$ cat src/design/qtrs_pkg.sv
// ----------------------------------------------------------------------------
// qtrs_pkg: shared types and arithmetic for the quaternion TRS model matrix
// Beat payloads, pipeline stage records and the rotation entry helpers.
// ----------------------------------------------------------------------------
`default_nettype none

package qtrs_pkg;

  localparam int QW    = 16;            // quaternion part, Q2.14
  localparam int SW    = 16;            // scale, Q8.8
  localparam int PW    = 32;            // position and matrix entry, Q16.16
  localparam int QPW   = 2 * QW;        // quaternion product, Q4.28
  localparam int ROTW  = QPW + 2;       // rotation entry, units of 2^-28
  localparam int MULW  = ROTW + SW;     // scaled entry, units of 2^-36
  localparam int FRAC_DROP = 20;
  localparam int QTW   = MULW - FRAC_DROP;

  localparam logic signed [ROTW-1:0] ONE_Q28  = ROTW'(1) <<< 28;
  localparam logic signed [MULW-1:0] ROUND_HALF = MULW'(1) <<< (FRAC_DROP - 1);

  typedef struct packed {
    logic signed [QW-1:0] quat_x;
    logic signed [QW-1:0] quat_y;
    logic signed [QW-1:0] quat_z;
    logic signed [QW-1:0] quat_w;
    logic signed [SW-1:0] scale_x;
    logic signed [SW-1:0] scale_y;
    logic signed [SW-1:0] scale_z;
    logic signed [PW-1:0] pos_x;
    logic signed [PW-1:0] pos_y;
    logic signed [PW-1:0] pos_z;
  } pose_t;

  typedef struct packed {
    logic signed [PW-1:0] m00;
    logic signed [PW-1:0] m01;
    logic signed [PW-1:0] m02;
    logic signed [PW-1:0] m03;
    logic signed [PW-1:0] m10;
    logic signed [PW-1:0] m11;
    logic signed [PW-1:0] m12;
    logic signed [PW-1:0] m13;
    logic signed [PW-1:0] m20;
    logic signed [PW-1:0] m21;
    logic signed [PW-1:0] m22;
    logic signed [PW-1:0] m23;
  } matrix_t;

  typedef struct packed {
    logic signed [QPW-1:0] xx;
    logic signed [QPW-1:0] yy;
    logic signed [QPW-1:0] zz;
    logic signed [QPW-1:0] xy;
    logic signed [QPW-1:0] xz;
    logic signed [QPW-1:0] yz;
    logic signed [QPW-1:0] xw;
    logic signed [QPW-1:0] yw;
    logic signed [QPW-1:0] zw;
    logic signed [SW-1:0]  scale_x;
    logic signed [SW-1:0]  scale_y;
    logic signed [SW-1:0]  scale_z;
    logic signed [PW-1:0]  pos_x;
    logic signed [PW-1:0]  pos_y;
    logic signed [PW-1:0]  pos_z;
  } prod_t;

  typedef struct packed {
    logic signed [ROTW-1:0] r00;
    logic signed [ROTW-1:0] r01;
    logic signed [ROTW-1:0] r02;
    logic signed [ROTW-1:0] r10;
    logic signed [ROTW-1:0] r11;
    logic signed [ROTW-1:0] r12;
    logic signed [ROTW-1:0] r20;
    logic signed [ROTW-1:0] r21;
    logic signed [ROTW-1:0] r22;
    logic signed [SW-1:0]   scale_x;
    logic signed [SW-1:0]   scale_y;
    logic signed [SW-1:0]   scale_z;
    logic signed [PW-1:0]   pos_x;
    logic signed [PW-1:0]   pos_y;
    logic signed [PW-1:0]   pos_z;
  } rot_t;

  function automatic logic signed [ROTW-1:0] rot_diag(logic signed [QPW-1:0] a,
                                                      logic signed [QPW-1:0] b);
    logic signed [ROTW-1:0] s;
    s = ROTW'(a) + ROTW'(b);
    return ONE_Q28 - (s <<< 1);
  endfunction

  function automatic logic signed [ROTW-1:0] rot_add(logic signed [QPW-1:0] a,
                                                     logic signed [QPW-1:0] b);
    logic signed [ROTW-1:0] s;
    s = ROTW'(a) + ROTW'(b);
    return s <<< 1;
  endfunction

  function automatic logic signed [ROTW-1:0] rot_sub(logic signed [QPW-1:0] a,
                                                     logic signed [QPW-1:0] b);
    logic signed [ROTW-1:0] s;
    s = ROTW'(a) - ROTW'(b);
    return s <<< 1;
  endfunction

endpackage

`default_nettype wire

$ cat src/design/qtrs_rot_sum.sv
// ----------------------------------------------------------------------------
// qtrs_rot_sum: rotation matrix stage
// Combines the quaternion products into the nine rotation entries.
// ----------------------------------------------------------------------------
`default_nettype none

module qtrs_rot_sum (
  input  wire logic            clk,
  input  wire logic            en,
  input  wire qtrs_pkg::prod_t prod,
  output qtrs_pkg::rot_t       rot
);

  always_ff @(posedge clk) begin
    if (en) begin
      rot.r00     <= qtrs_pkg::rot_diag(prod.yy, prod.zz);
      rot.r01     <= qtrs_pkg::rot_sub(prod.xy, prod.zw);
      rot.r02     <= qtrs_pkg::rot_add(prod.xz, prod.yw);
      rot.r10     <= qtrs_pkg::rot_add(prod.xy, prod.zw);
      rot.r11     <= qtrs_pkg::rot_diag(prod.xx, prod.zz);
      rot.r12     <= qtrs_pkg::rot_sub(prod.yz, prod.xw);
      rot.r20     <= qtrs_pkg::rot_sub(prod.xz, prod.yw);
      rot.r21     <= qtrs_pkg::rot_add(prod.yz, prod.xw);
      rot.r22     <= qtrs_pkg::rot_diag(prod.xx, prod.yy);
      rot.scale_x <= prod.scale_x;
      rot.scale_y <= prod.scale_y;
      rot.scale_z <= prod.scale_z;
      rot.pos_x   <= prod.pos_x;
      rot.pos_y   <= prod.pos_y;
      rot.pos_z   <= prod.pos_z;
    end
  end

endmodule

`default_nettype wire

$ cat config.mk
export PLATFORM = sky130hd
export DESIGN_NAME = qtrs_rot_sum
export DESIGN_NICKNAME = d
export VERILOG_FILES = /design/src/design/qtrs_pkg.sv /design/src/design/qtrs_rot_sum.sv
export SDC_FILE = /design/constraint.sdc
export NUM_CORES = 1
export LEC_CHECK = 0
export ABC_CLOCK_PERIOD_IN_PS = 11450
export BUFFER_PORTS_ARGS = -buffer_cell sky130_fd_sc_hd__buf_2
export CAP_MARGIN = 20
export CORE_AREA = 2 2 343 345
export CTS_CLUSTER_DIAMETER = 200
export DETAILED_ROUTE_END_ITERATION = 16
export DIE_AREA = 0 0 345 347
export MAX_ROUTING_LAYER = met4
export PLACE_DENSITY_LB_ADDON = 0.15
export SLEW_MARGIN = 15
export SYNTH_ARGS = -nofsm -noshare
export SYNTH_HDL_FRONTEND = slang
export SYNTH_SLANG_ARGS = --single-unit
export TNS_END_PERCENT = 20
$ cat constraint.sdc
create_clock -name clk -period 11.45 [get_ports clk]
set_input_delay 1.145 -clock clk [delete_from_list [all_inputs] [get_ports clk]]
set_output_delay 1.145 -clock clk [all_outputs]
set_load 0.05 [all_outputs]
==> impl_metrics.tcl <==
set metrics [dict create \
    synthSimpleGateAreaFrac_pct 13.8 \
    grt_use_total_pct 19.0 \
    vias 25500 \
    syn_inst 2926 \
    async_reset_ff_share_pct 0 \
    initial_core_util_pct 25.9 \
    dpl.hpwl_um 95900 \
    arrival_ps 5410 \
    slew_viol_final 0 \
    yosysWarnings 0 \
    dieWidth_um 345 \
    fin_crit_ps 4970 \
    cpMostUsedCell "o21ai_1" \
    synth.distinct_cells 88 \
    post-route-period-util_pct 43.4 \
    ys_top_cells_by_area "edfxtp_1 44%, ha_1 12%, xnor2_1 6.1%, a21oi_1 3.9%, nor2_1 3.1%" \
    netSwitchingFraction_pct 39.7 \
    rsz0062_at_grt "no" \
    dieArea_um2 120000 \
    cts.htree.levels 2 \
    wirelength_um 116000 \
    dp.cells 5248 \
    synth.cell_area_um2 30000 \
    synth_top_area_share_pct 43.9 \
    slowest_stage "a221oi_1" \
    ctsHoldBuffers 0 \
    gp_congestion 0.920 \
    crit_path_start_kind "primary input" \
    setup_viol 0 \
    max_cap_violations 0 \
    area_growth_pct 26.6 \
    tritoncts "built" \
    root_buffer "clkbuf_16" \
    cp-end-kind "flip-flop" \
    fin_setup_tns_ps 0 \
    grt_overflow 0 \
    largest_reg_flops 438 \
    route.detailed.drc 0 \
    worst_slew_pin_slew_ps 1150 \
    slew_headroom_pct 22.6 \
    p_comb_share_pct 36.1 \
    yosysTopAreaCell "edfxtp_1" \
    ant_nets 0 \
    vdd_drop_max_mv 0.112 \
    p_per_area_nw_per_um2 166 \
    p_clk_share_pct 30.0 \
    required_ps 11890 \
    grt_max_degree 125 \
    synth_mux_area_share_pct 0.200 \
    hold_path.class "primary input to flip-flop" \
    worstSetupPathType "primary input to flip-flop" \
    crit_fanout 3 \
    drt-pass1-iter-count 5 \
    cp_top_family "compound AO/OA/AOI/OAI gates" \
    cts_buffers 57 \
    cts_resized 0 \
    synth-edff-count 438 \
    syn_avg_cell_area_um2 10.2 \
    pwr-share-seq_pct 33.9 \
    reg.largest.list "rot x438" \
    coreArea_um2 116000 \
    clock.fmax_mhz 201 \
    drive_above_1_share_pct 26.8 \
    min_path_cells 1 \
    clk_path_buf_depth 3 \
    antenna_found_initial 25 \
    nets 4517 \
    synthAdderAreaFrac_pct 12.8 \
    top_register "rot" \
    path_cells "buf_2 -> ha_1 -> inv_1 -> fa_1 -> o21bai_1 -> a21oi_1 -> o21ai_0 -> a311oi_1 -> o21ai_1 -> a221oi_1 -> o21ai_1 -> a221oi_1 -> o21ai_1 -> o41ai_1 -> a21oi_1 -> o41ai_1" \
    ios 884 \
    hold_viol_final 0 \
    cts_setup_buffers 0 \
    ys_seq_elements 438 \
    status "finished clean" \
    hold_start "prod[29]" \
    critical-path-max-stage-delay_ps 570 \
    synth_top_family_by_area "compound AO/OA/AOI/OAI gates" \
    p_switching_mw 2.50 \
    holdWs_ps 663 \
    drt-initial-drc-count 1590 \
    ys_seq_area_share_pct 43.9 \
    avgViaCountPerCell 4.75 \
    p_leak_nw 16.3 \
    fin_cells 5371 \
    chipHeight_um 347 \
    drt-wirelength-per-cell_um 21.6 \
    synth_compound_area_share_pct 16.3 \
    fill_cells 12200 \
    grt_pass1_wl_um 167000 \
    io_buffers 874 \
    cp_num_buf_inv 2 \
    clock-sinks 438 \
    synth_xor_area_share_pct 8.91 \
    p_int_mw 3.80 \
    rows 125 \
    synth_ff_type "edfxtp_1" \
    grt_pass1_vias 24800 \
    hold_end "rot[29]$_DFFE_PP_" \
    path_clk_slew_ps 60 \
]
[cell type report]
cell class                 count  area, µm²  area share [%]
timing repair buffer         880       4440            11.7
multi-input combinational   2177      15600            41.1
sequential                   438      13200            34.7
inverter                     229        860            2.27
clock inverter                39        469            1.24
tap                         1524       1910            5.03
antenna                       19       47.5           0.125
clock buffer                  65       1460            3.84
[logic make-up after synthesis]
group	count (synthesis)
buffers and inverters	319
adder cells (fa/ha/maj)	300
AND/OR/NAND/NOR	819
flip-flops	438
other	1
multiplexers	6
AO/OA/AOI/OAI	739
XOR/XNOR	304
[power groups by stage]
stage / combinational [mW] / clock (mW) / sequential (mW)
finish: 2.27 / 1.89 / 2.13
detailed placement: 2.28 / 0 / 2.17
global route: 2.43 / 2.02 / 2.15
CTS: 2.29 / 1.96 / 2.14
global placement: 2.30 / 0 / 2.16
floorplan: 0.839 / 0 / 2.92
[stage by stage]
step           worst slack (ps)  util [%]  power [mW]  cell area (µm²)
2_1_floorplan              6720         -        3.76            30000
3_3_place_gp               5820      31.1        4.46            36000
3_5_place_dp               5710      31.1        4.45            36000
4_1_cts                    6420      32.7        6.40            37900
5_1_grt                    6050      32.8        6.60            37900
6_report                   6480      32.8        6.30            37900
[worst max-delay path by stage]
stage                              end  depth (start not counted)      start  slack (ps)
floorplan           rot[449]$_DFFE_PP_                         12  prod[340]        6720
global placement    rot[449]$_DFFE_PP_                         13  prod[372]        5820
detailed placement  rot[313]$_DFFE_PP_                         16  prod[336]        5710
CTS                 rot[313]$_DFFE_PP_                         16  prod[336]        6420
global route        rot[449]$_DFFE_PP_                         13  prod[372]        6050
finish              rot[211]$_DFFE_PP_                         16  prod[208]        6480
[cell usage after synthesis, types with 10 or more instances]
cell type and n:
buf_4 12, o21a_1 29, nor3b_1 11, o211ai_1 11
nor2b_1 39, nand2_1 141, nand2b_1 47, inv_1 228
nor4_1 18, and3_1 30, clkbuf_1 75, a31oi_1 29
o21bai_1 50, o31ai_1 21, or4_1 13, nand4_1 29
or3_1 35, xor2_1 95, nor2_1 250, o21ai_0 118
edfxtp_1 438, nand3_1 61, a21o_1 70, a211oi_1 25
nor3_1 67, ha_1 291, or2_2 25, and2_1 24
a21boi_0 10, xnor2_1 208, a21oi_1 236, a211o_1 11
[placed cells by master (no fill, tap or decap), drive strengths merged, types with 30 or more instances in the layout]
cell type	count
buf	880
edfxtp	438
ha	291
nor2	250
a21oi	239
inv	230
xnor2	209
nand2	141
o21ai	121
xor2	95
a21o	70
nor3	67
clkbuf	65
nand3	62
o21bai	50
nand2b	47
nor2b	39
or3	35
and3	30
[metal layers]
metal  GRT usage [%]  vias up  part of all wire, %
met3            3.71      116                  5.7
met2            32.4      810                   49
met5               -        -                    0
li1                -    12400                    -
met1            23.5    12200                   43
met4            3.64        0                  1.7
Power figures use the tool's default switching activity.
