<file path="src/design/qtrs_pkg.sv">
// ----------------------------------------------------------------------------
// qtrs_pkg: shared types and arithmetic for the quaternion TRS model matrix
// Beat payloads, pipeline stage records and the rotation entry helpers.
// ----------------------------------------------------------------------------
`default_nettype none

package qtrs_pkg;

  localparam int QW    = 16;            // quaternion part, Q2.14
  localparam int SW    = 16;            // scale, Q8.8
  localparam int PW    = 32;            // position and matrix entry, Q16.16
  localparam int QPW   = 2 * QW;        // quaternion product, Q4.28
  localparam int ROTW  = QPW + 2;       // rotation entry, units of 2^-28
  localparam int MULW  = ROTW + SW;     // scaled entry, units of 2^-36
  localparam int FRAC_DROP = 20;
  localparam int QTW   = MULW - FRAC_DROP;

  localparam logic signed [ROTW-1:0] ONE_Q28  = ROTW'(1) <<< 28;
  localparam logic signed [MULW-1:0] ROUND_HALF = MULW'(1) <<< (FRAC_DROP - 1);

  typedef struct packed {
    logic signed [QW-1:0] quat_x;
    logic signed [QW-1:0] quat_y;
    logic signed [QW-1:0] quat_z;
    logic signed [QW-1:0] quat_w;
    logic signed [SW-1:0] scale_x;
    logic signed [SW-1:0] scale_y;
    logic signed [SW-1:0] scale_z;
    logic signed [PW-1:0] pos_x;
    logic signed [PW-1:0] pos_y;
    logic signed [PW-1:0] pos_z;
  } pose_t;

  typedef struct packed {
    logic signed [PW-1:0] m00;
    logic signed [PW-1:0] m01;
    logic signed [PW-1:0] m02;
    logic signed [PW-1:0] m03;
    logic signed [PW-1:0] m10;
    logic signed [PW-1:0] m11;
    logic signed [PW-1:0] m12;
    logic signed [PW-1:0] m13;
    logic signed [PW-1:0] m20;
    logic signed [PW-1:0] m21;
    logic signed [PW-1:0] m22;
    logic signed [PW-1:0] m23;
  } matrix_t;

  typedef struct packed {
    logic signed [QPW-1:0] xx;
    logic signed [QPW-1:0] yy;
    logic signed [QPW-1:0] zz;
    logic signed [QPW-1:0] xy;
    logic signed [QPW-1:0] xz;
    logic signed [QPW-1:0] yz;
    logic signed [QPW-1:0] xw;
    logic signed [QPW-1:0] yw;
    logic signed [QPW-1:0] zw;
    logic signed [SW-1:0]  scale_x;
    logic signed [SW-1:0]  scale_y;
    logic signed [SW-1:0]  scale_z;
    logic signed [PW-1:0]  pos_x;
    logic signed [PW-1:0]  pos_y;
    logic signed [PW-1:0]  pos_z;
  } prod_t;

  typedef struct packed {
    logic signed [ROTW-1:0] r00;
    logic signed [ROTW-1:0] r01;
    logic signed [ROTW-1:0] r02;
    logic signed [ROTW-1:0] r10;
    logic signed [ROTW-1:0] r11;
    logic signed [ROTW-1:0] r12;
    logic signed [ROTW-1:0] r20;
    logic signed [ROTW-1:0] r21;
    logic signed [ROTW-1:0] r22;
    logic signed [SW-1:0]   scale_x;
    logic signed [SW-1:0]   scale_y;
    logic signed [SW-1:0]   scale_z;
    logic signed [PW-1:0]   pos_x;
    logic signed [PW-1:0]   pos_y;
    logic signed [PW-1:0]   pos_z;
  } rot_t;

  function automatic logic signed [ROTW-1:0] rot_diag(logic signed [QPW-1:0] a,
                                                      logic signed [QPW-1:0] b);
    logic signed [ROTW-1:0] s;
    s = ROTW'(a) + ROTW'(b);
    return ONE_Q28 - (s <<< 1);
  endfunction

  function automatic logic signed [ROTW-1:0] rot_add(logic signed [QPW-1:0] a,
                                                     logic signed [QPW-1:0] b);
    logic signed [ROTW-1:0] s;
    s = ROTW'(a) + ROTW'(b);
    return s <<< 1;
  endfunction

  function automatic logic signed [ROTW-1:0] rot_sub(logic signed [QPW-1:0] a,
                                                     logic signed [QPW-1:0] b);
    logic signed [ROTW-1:0] s;
    s = ROTW'(a) - ROTW'(b);
    return s <<< 1;
  endfunction

endpackage

`default_nettype wire

</file>
<file path="src/design/qtrs_scale_entry.sv">
// ----------------------------------------------------------------------------
// qtrs_scale_entry: scaled matrix entry, two stages
// Multiplies a rotation entry by its axis scale, then rounds to Q16.16.
// ----------------------------------------------------------------------------
`default_nettype none

module qtrs_scale_entry (
  input  wire logic                                clk,
  input  wire logic                                en_mul,
  input  wire logic                                en_rnd,
  input  wire logic signed [qtrs_pkg::ROTW-1:0]    rot,
  input  wire logic signed [qtrs_pkg::SW-1:0]      scale,
  output logic signed [qtrs_pkg::PW-1:0]           entry
);

  logic signed [qtrs_pkg::MULW-1:0] prod;
  logic signed [qtrs_pkg::MULW-1:0] biased;
  logic signed [qtrs_pkg::QTW-1:0]  rounded;

  // Scaled entries stay well inside the Q16.16 range, so no clamp is applied.
  assign biased  = prod + qtrs_pkg::ROUND_HALF;
  assign rounded = biased[qtrs_pkg::MULW-1:qtrs_pkg::FRAC_DROP];

  always_ff @(posedge clk) begin
    if (en_mul) begin
      prod <= qtrs_pkg::MULW'(rot) * qtrs_pkg::MULW'(scale);
    end
    if (en_rnd) begin
      entry <= qtrs_pkg::PW'(rounded);
    end
  end

endmodule

`default_nettype wire

</file>
<file path="config.mk">
export PLATFORM = sky130hd
export DESIGN_NAME = qtrs_scale_entry
export DESIGN_NICKNAME = d
export VERILOG_FILES = /design/src/design/qtrs_pkg.sv /design/src/design/qtrs_scale_entry.sv
export SDC_FILE = /design/constraint.sdc
export NUM_CORES = 1
export LEC_CHECK = 0
export BUFFER_PORTS_ARGS = -buffer_cell sky130_fd_sc_hd__buf_2
export CAP_MARGIN = 15
export CORE_ASPECT_RATIO = 0.8
export CORE_UTILIZATION = 30
export CTS_CLUSTER_SIZE = 28
export DETAILED_ROUTE_END_ITERATION = 8
export GPL_TIMING_DRIVEN = 0
export SYNTH_ARGS = -nofsm -noshare
export SYNTH_HDL_FRONTEND = slang
export SYNTH_SLANG_ARGS = --single-unit
export TNS_END_PERCENT = 20
</file>
<file path="constraint.sdc">
create_clock -name clk -period 16.9 [get_ports clk]
set_input_delay 1.69 -clock clk [delete_from_list [all_inputs] [get_ports clk]]
set_output_delay 1.69 -clock clk [all_outputs]
set_load 0.05 [all_outputs]
</file>
==> results of run 1 <==
[per-layer routing]
metal  vias up  global-route usage [%]  wire [um]
met3        69                    4.74       6190
met5         -                       0         20
met2       626                    26.3      24400
met1      7352                    26.9      27000
li1       6490                       -          -
met4         4                    2.97       1150
[worst reg2reg max path, stage by stage (launching register included)]
cell and delay, ns:
sky130_fd_sc_hd__edfxtp_1 0.39, sky130_fd_sc_hd__and3_1 0.22, sky130_fd_sc_hd__nand2_1 0.12, sky130_fd_sc_hd__nor3_1 0.69, sky130_fd_sc_hd__and3_1 0.35, sky130_fd_sc_hd__and3_1 0.28, sky130_fd_sc_hd__nor2b_1 0.23, sky130_fd_sc_hd__nand2_1 0.09
sky130_fd_sc_hd__xnor2_1 0.14
[layout by cell type, fill, tap and decap left out, drive strengths merged, types with 4 or more instances in the layout]
cell / instances
a21o: 4
a21oi: 36
and2: 214
and3: 13
buf: 84
clkbuf: 94
clkinv: 4
edfxtp: 61
fa: 513
ha: 116
inv: 601
nand2: 322
nand2b: 6
nand3: 22
nand4: 15
nor2: 41
nor3: 9
o211ai: 4
o21a: 5
o21ai: 21
o21bai: 5
xnor2: 50
xor2: 17
[cell type report]
type | count | area, um2
tap | 913 | 1140
inverter | 601 | 2260
clock buffer | 9 | 225
timing repair buffer | 80 | 400
sequential | 61 | 1830
multi-input combinational | 1442 | 16100
buffer | 89 | 349
fill | 7074 | 45100
clock inverter | 7 | 90.1
[synthesized netlist by cell type, drive strengths merged (5+ instances only)]
cell / count
nor3: 9
xnor2: 50
nand4: 15
xor2: 17
and3: 13
o21ai: 21
a21oi: 36
fa: 513
nand2: 322
edfxtp: 61
nor2: 41
inv: 601
nand3: 22
clkbuf: 85
ha: 116
nand2b: 6
and2: 214
o21a: 5
o21bai: 5
[metrics by stage]
step           std cells  instance area [um2]  setup WS [ns]
2_1_floorplan       2193                20500           9.14
3_3_place_gp        3186                22100           7.34
3_5_place_dp        3186                22100           7.33
4_1_cts             3202                22400           7.70
5_1_grt             3202                22400           7.32
6_report            3202                22400           7.57
[flip-flops by register name (all words and copies together) (netlist names)]
register  flops
prod         31
entry        30
[worst paths after layout]
path                     to  slack (ns)  cells after the start
setup / recovery   prod[36]        7.57                     22
hold / removal    entry[14]        0.57                      1
setup reg to reg  entry[26]       14.13                      8
hold reg to reg   entry[14]        0.57                      1
[cell families after synthesis]
group | after synthesis | share of synthesized area (%)
compound gates | 95 | 3.28
fa+ha+maj | 629 | 57.0
xor+xnor | 67 | 2.86
buf+inv | 690 | 12.7
simple gates | 651 | 15.2
flops | 61 | 8.91
==> results.md, run 1 <==
* Status: complete, no violations
* Number of buffers inserted by port buffering at 80
* Count of flip-flops with a built-in enable after synthesis at 61
* Clk slew on worst S/H paths at 0.06 ns
* Router iterations before antenna repair at 5
* Post-cts gate resize count at 0
* Antenna viol nets, final at 0
* Routability cong. at 0.959
* Min-Delay Path Class: reg -> reg
* Num rows at 85
* Worst setup skew after layout at 0.00885 ns
* Number of remaining DRC errors at 0
* Hold Fails Final Rpt at 0
* Number of global-route vias before repair at 15707
* Smallest hold slack at 0.573 ns
* Critical setup path kind: in -> reg
* Number of inserted diodes at 0
* Chain of cells forming the critical path: buf_2 > inv_1 > clkbuf_1 > buf_1 > nor2_1 > fa_1 > fa_1 > fa_1 > fa_1 > fa_1 > inv_1 > fa_1 > inv_1 > ha_1 > nand4_1 > nor3_1 > nor3_1 > o221ai_1 > o22ai_1 > o31ai_1 > a311oi_1 > xnor2_1
* Required time of the critical path at 16.98 ns
* Share of the synthesized area in the top cell type at 50.0%
* Final critical-path required period at 9.33 ns
* Data arrival time of the critical path at 9.40 ns
* Worst-margin pin slew at 0.991 ns
* Area of the mapped netlist at 20500 um2
* Maximum level of the CTS H-tree at 3
* Maximum frequency from static timing analysis at 0.107 GHz
* Max-slew violation total from the final report at 0
* Final wirelength at 58.8 mm
* Kind of end point of the critical path: register
* Total global-route track usage at 18.0%
* First element of the critical path: scale[15]
* Clock buffer count from CTS at 9
* Die area at 69600 um2
* Final-stage net count at 2966
* Most frequent CP cell: sky130_fd_sc_hd__fa_1
* Core footprint at 67500 um2
* Critical path fanouts, max at 10
* Effective utilization at floorplan at 30.4%
* Clock sink count at 61
* Wire length of the first global-routing pass at 93.8 mm
* Worst Hold Launch: prod[34]
* Pin count of the biggest net entering global routing at 32
* Unique masters post-synth at 50
* Commonest register cell after synthesis: sky130_fd_sc_hd__edfxtp_1
* Post-detailed-route wirelength per cell at 18.4 um
* Yosys top cell by area: sky130_fd_sc_hd__fa_1
* Die span in x at 295 um
* Accumulated negative setup slack at 0 ns
* I/O Pins at 85
* Post-Syn Instances at 2193
* Final Cycle Share at 55.2%
* Peak per-stage delay on the critical path at 0.72 ns
* Sequential-to-total area share from yosys stat at 8.91%
* Clock tree root buffer cell: sky130_fd_sc_hd__clkbuf_16
* Cts hold-fix bufs at 0
* Detailed Route Iter0 Violations at 1314
* Antenna violations before repair at 6
* Async set-reset flop share out of synthesis at 0%
* Via count at 14541
* DIE HEIGHT at 236 um
* Critical Path Slowest Stage Cell: sky130_fd_sc_hd__nor3_1
* Layout overhead on the synthesized area at 9.04%
* Combined buffer and inverter count along the critical path at 6
* Overflow left after global routing at 0
* Max cap viols at 0
* Synth Area per Inst at 9.37 um2
* Maximum number of buffers from clock root to sink at 2
* Leading cell types by total area after synthesis: sky130_fd_sc_hd__fa_1, sky130_fd_sc_hd__inv_1, sky130_fd_sc_hd__edfxtp_1, sky130_fd_sc_hd__ha_1, sky130_fd_sc_hd__and2_1
* Synthesis-stage register bit count at 61
* Setup repair bufs after CTS at 0
* Half-perimeter wire length after detailed placement at 50.1 mm
* Total nets after synthesis at 2875
* Clock latency on the worst-skew pair at 0.34 ns
* RSZ-0062 raised after global routing: false
* Proportion of layout cells with a drive suffix above 1 at 4.89%
* Yosys Warn Count at 0
* TritonCTS clock tree: done
* Per-cell via count in the routed design at 4.54
* Kind of cell with the highest combined delay on the critical path: adder cells
* Count of endpoints failing setup in the final report at 0
* Critical path launch point type: input port
* Final core area utilization at 33.2%
* Headroom to the max-slew limit at 33.9%
* Startpoint of the lowest-slack register-to-register path: prod[21]
Power of run 1 is left out: the tool's default activity adds up to more than one toggle a clock period on the data nets, which glitch-free logic cannot reach.
==> run 2: changes to the inputs <==
--- a/config.mk
+++ b/config.mk
@@ -5,6 +5,7 @@
 export SDC_FILE = /design/constraint.sdc
 export NUM_CORES = 1
 export LEC_CHECK = 0
+export ABC_AREA = 1
 export BUFFER_PORTS_ARGS = -buffer_cell sky130_fd_sc_hd__buf_2
 export CAP_MARGIN = 15
 export CORE_ASPECT_RATIO = 0.8
==> constraint.sdc (replaced) <==
create_clock -name clk -period 8.1 [get_ports clk]
set_input_delay 0.81 -clock clk [delete_from_list [all_inputs] [get_ports clk]]
set_output_delay 0.81 -clock clk [all_outputs]
set_load 0.05 [all_outputs]
==> run 2 against run 1 <==
Synthesized area grew 11%. Hold slack lost 0.0011 ns. Worst setup slack lost 7.0 ns. Wire length grew 19%. Critical path depth grew 1. First-iteration DRC count grew 32%. Clock skew shrank 0.0049 ns. Synthesized cell count grew 37%. Sequential cell count is the same. Non-clock buffer count is the same. Global-route usage grew 0.70 points. Count of clock-buffer cells in the layout grew 1. Critical path type unchanged. Critical endpoint is now prod[43]. Largest cell class unchanged. Highest routed layer unchanged.
==> results.md, run 2 <==
* Via count at 18331 (+26%)
* Core footprint at 75400 um2 (+12%)
* Router iterations before antenna repair at 6 (+1)
* RR Endpoint: entry[29]
* Share of the synthesized area in the top cell type at 44.9% (-5.1 points)
* First element of the critical path: scale[8]
* Critical setup path kind: in -> reg
* Most frequent cell after synthesis: sky130_fd_sc_hd__inv_1
* Leading cell types by total area after synthesis: sky130_fd_sc_hd__fa_1, sky130_fd_sc_hd__inv_1, sky130_fd_sc_hd__nand2_1, sky130_fd_sc_hd__edfxtp_1, sky130_fd_sc_hd__ha_1
* Total global-route track usage at 18.7% (+0.70 points)
* Routability cong. at 0.973 (+1.4%)
* Antenna violations before repair at 2 (-4)
* Detailed Route Iter0 Violations at 1740 (+32%)
* I/O Pins at 85 (unchanged)
* Worst setup skew after layout at 0.00399 ns (-0.00485 ns)
* RSZ-0062 raised after global routing: false
* Unique masters post-synth at 33 (-34%)
* Max reg flops at 31 (unchanged)
* Biggest registers after layout: prod: 31 flops, entry: 30 flops
* Worst Setup EP: prod[43]
* Layout overhead on the synthesized area at 7.63%
* Setup repair bufs after CTS at 0 (unchanged)
* Final wirelength at 70.1 mm (+19%)
* Sequential-to-total area share from yosys stat at 8.01% (-0.91 points)
* Final-stage net count at 3731 (+26%)
* Post-Syn Instances at 2994 (+37%)
* Clock tree root buffer cell: sky130_fd_sc_hd__clkbuf_16
* Synthesis-stage register bit count at 61 (unchanged)
* Half-perimeter wire length after detailed placement at 60.3 mm (+20%)
* DIE HEIGHT at 249 um (+5.5%)
* Clk slew on worst S/H paths at 0.05 ns (about the same)
* Per-cell via count in the routed design at 4.51 (-0.72%)
* Maximum number of buffers from clock root to sink at 2 (unchanged)
* Final Cycle Share at 93.2%
* Clock latency on the worst-skew pair at 0.32 ns (-0.02 ns)
* Critical path launch point type: input port
* Worst-margin pin slew at 1.16 ns (+0.169 ns)
* Effective utilization at floorplan at 30.3% (-0.10 points)
* Compound-cell area share of the yosys netlist at 2.29% (-0.98 points)
* Combinational family with the most area after synthesis: adder cells
* Die area at 77400 um2 (+11%)
* Num rows at 90 (+5.9%)
* Length in cells of the worst reg-to-reg path at 9 (+1)
* Startpoint of the lowest-slack register-to-register path: prod[19]
* Final critical-path required period at 7.55 ns
* Post-cts gate resize count at 0 (unchanged)
* Proportion of layout cells with a drive suffix above 1 at 2.69% (-2.2 points)
* Min-Delay Path Class: reg -> reg
* Simple logic cell fraction of the synthesized area at 18.8% (+3.6 points)
* Die span in x at 311 um (+5.5%)
* Async set-reset flop share out of synthesis at 0% (unchanged)
* Max cap viols at 0 (unchanged)
* Fraction of the mapped netlist area in adder cells at 51.2% (-5.8 points)
* Commonest register cell after synthesis: sky130_fd_sc_hd__edfxtp_1
* Number of global-route vias before repair at 19188 (+22%)
* Pin count of the biggest net entering global routing at 32 (unchanged)
* Critical path fanouts, max at 10 (unchanged)
* Overflow left after global routing at 0 (unchanged)
* Kind of end point of the critical path: register
* Clock buffer count from CTS at 9 (unchanged)
* Cts hold-fix bufs at 0 (unchanged)
* Register with the most flip-flops: prod
* Required time of the critical path at 8.18 ns (-8.80 ns)
* Status: complete, no violations
* Multiplexer share of the synthesized area at 0% (unchanged)
* Max-slew violation total from the final report at 0 (unchanged)
* Wire length of the first global-routing pass at 111 mm (+18%)
* Maximum frequency from static timing analysis at 0.132 GHz
* Total nets after synthesis at 3676 (+28%)
* Area of the mapped netlist at 22900 um2 (+11%)
* Yosys Warn Count at 0 (unchanged)
* Maximum level of the CTS H-tree at 3 (unchanged)
* Clock sink count at 61 (unchanged)
* Commonest non-fill, non-tap cells in the layout: sky130_fd_sc_hd__inv_1, sky130_fd_sc_hd__nand2_1, sky130_fd_sc_hd__fa_1
* XOR/XNOR share of the synthesized area at 1.84% (-1.0 points)
* Setup slack of the worst register-to-register path at 6.20 ns (-7.93 ns)
* Count of endpoints failing setup in the final report at 0 (unchanged)
* Number of fill cells in the layout at 8184 (+16%)
* TritonCTS clock tree: done
* Yosys top cell by area: sky130_fd_sc_hd__fa_1
* Hold Fails Final Rpt at 0 (unchanged)
* Post-detailed-route wirelength per cell at 17.2 um (-6.1%)
* Commonest cells in the synthesized netlist: sky130_fd_sc_hd__inv_1, sky130_fd_sc_hd__nand2_1, sky130_fd_sc_hd__fa_1, sky130_fd_sc_hd__nor2_1, sky130_fd_sc_hd__clkbuf_1
* Data arrival time of the critical path at 7.63 ns (-1.77 ns)
* Most common cell after layout, fill and taps aside: sky130_fd_sc_hd__inv_1
* Headroom to the max-slew limit at 22.7% (-11 points)
* Number of remaining DRC errors at 0 (unchanged)
* Accumulated negative setup slack at 0 ns (unchanged)
* Count of flip-flops with a built-in enable after synthesis at 61 (unchanged)
* Number of buffers inserted by port buffering at 43 (-46%)
* Synth Area per Inst at 7.64 um2 (-18%)
* Antenna viol nets, final at 0 (unchanged)
-- run 2: layer usage --
| metal | vias up | GRT usage (%) | wire length [um] |
|---|---|---|---|
| met2 | 766 | 29.0 | 30000 |
| met4 | 2 | 3.31 | 1400 |
| met5 | - | 1.35 | 153 |
| li1 | 8450 | - | - |
| met1 | 9020 | 26.2 | 30700 |
| met3 | 93 | 5.12 | 7760 |
-- run 2: cells by family after synthesis --
family | after synthesis
AO/OA/AOI/OAI | 97
XOR/XNOR | 48
adder cells (fa/ha/maj) | 629
buffers and inverters | 1084
flip-flops | 61
AND/OR/NAND/NOR | 1075
-- run 2: area by class of cell --
| class | instances | area, um2 | area share (%) |
|---|---|---|---|
| Tap cell | 1012 | 1270 | 5.14 |
| Multi-Input combinational cell | 1849 | 17000 | 68.9 |
| Inverter | 959 | 3600 | 14.6 |
| Timing Repair Buffer | 44 | 230 | 0.935 |
| Clock buffer | 10 | 229 | 0.930 |
| Antenna cell | 1 | 2.50 | 0.0102 |
| Sequential cell | 61 | 1830 | 7.44 |
| Clock inverter | 5 | 18.8 | 0.0762 |
| Buffer | 125 | 479 | 1.95 |
-- run 2: critical path: stages --
cell                       delay, ns
sky130_fd_sc_hd__clkbuf_1       0.77
sky130_fd_sc_hd__clkbuf_1       0.92
sky130_fd_sc_hd__nand2_1        0.19
sky130_fd_sc_hd__fa_1           0.56
sky130_fd_sc_hd__inv_1          0.06
sky130_fd_sc_hd__fa_1           0.48
sky130_fd_sc_hd__fa_1           0.60
sky130_fd_sc_hd__fa_1           0.43
sky130_fd_sc_hd__fa_1           0.49
sky130_fd_sc_hd__inv_1          0.05
sky130_fd_sc_hd__fa_1           0.56
sky130_fd_sc_hd__inv_1          0.07
sky130_fd_sc_hd__ha_1           0.37
sky130_fd_sc_hd__nand2_1        0.16
sky130_fd_sc_hd__inv_1          0.05
sky130_fd_sc_hd__a21oi_1        0.25
sky130_fd_sc_hd__nor2_1         0.07
sky130_fd_sc_hd__nor2_1         0.18
sky130_fd_sc_hd__nand2_1        0.12
sky130_fd_sc_hd__a21oi_1        0.22
sky130_fd_sc_hd__nand2_1        0.07
sky130_fd_sc_hd__nand2_1        0.06
sky130_fd_sc_hd__nand2_1        0.04
-- run 2: stage by stage --
step           area [um2]  utilization [%]  setup WS (ns)  hold WS, ns  cells
5_1_grt             24600             32.6          0.303        0.606   4065
6_report            24600             32.6          0.548        0.572   4066
2_1_floorplan       22900                -           1.90        0.527   2994
3_3_place_gp        24400             32.3          0.440        0.576   4049
4_1_cts             24600             32.6          0.764        0.581   4064
3_5_place_dp        24400             32.3          0.442        0.552   4049
-- run 2: how the worst min path moves through the flow --
stage          depth (start not counted)  slack (ns)     start        end
6_report                               1        0.57  prod[49]  entry[29]
3_5_place_dp                           1        0.55  prod[49]  entry[29]
4_1_cts                                1        0.58  prod[49]  entry[29]
3_3_place_gp                           1        0.58  prod[49]  entry[29]
5_1_grt                                1        0.61  prod[49]  entry[29]
2_1_floorplan                          1        0.53  prod[49]  entry[29]
Power of run 2 is left out for the same reason.
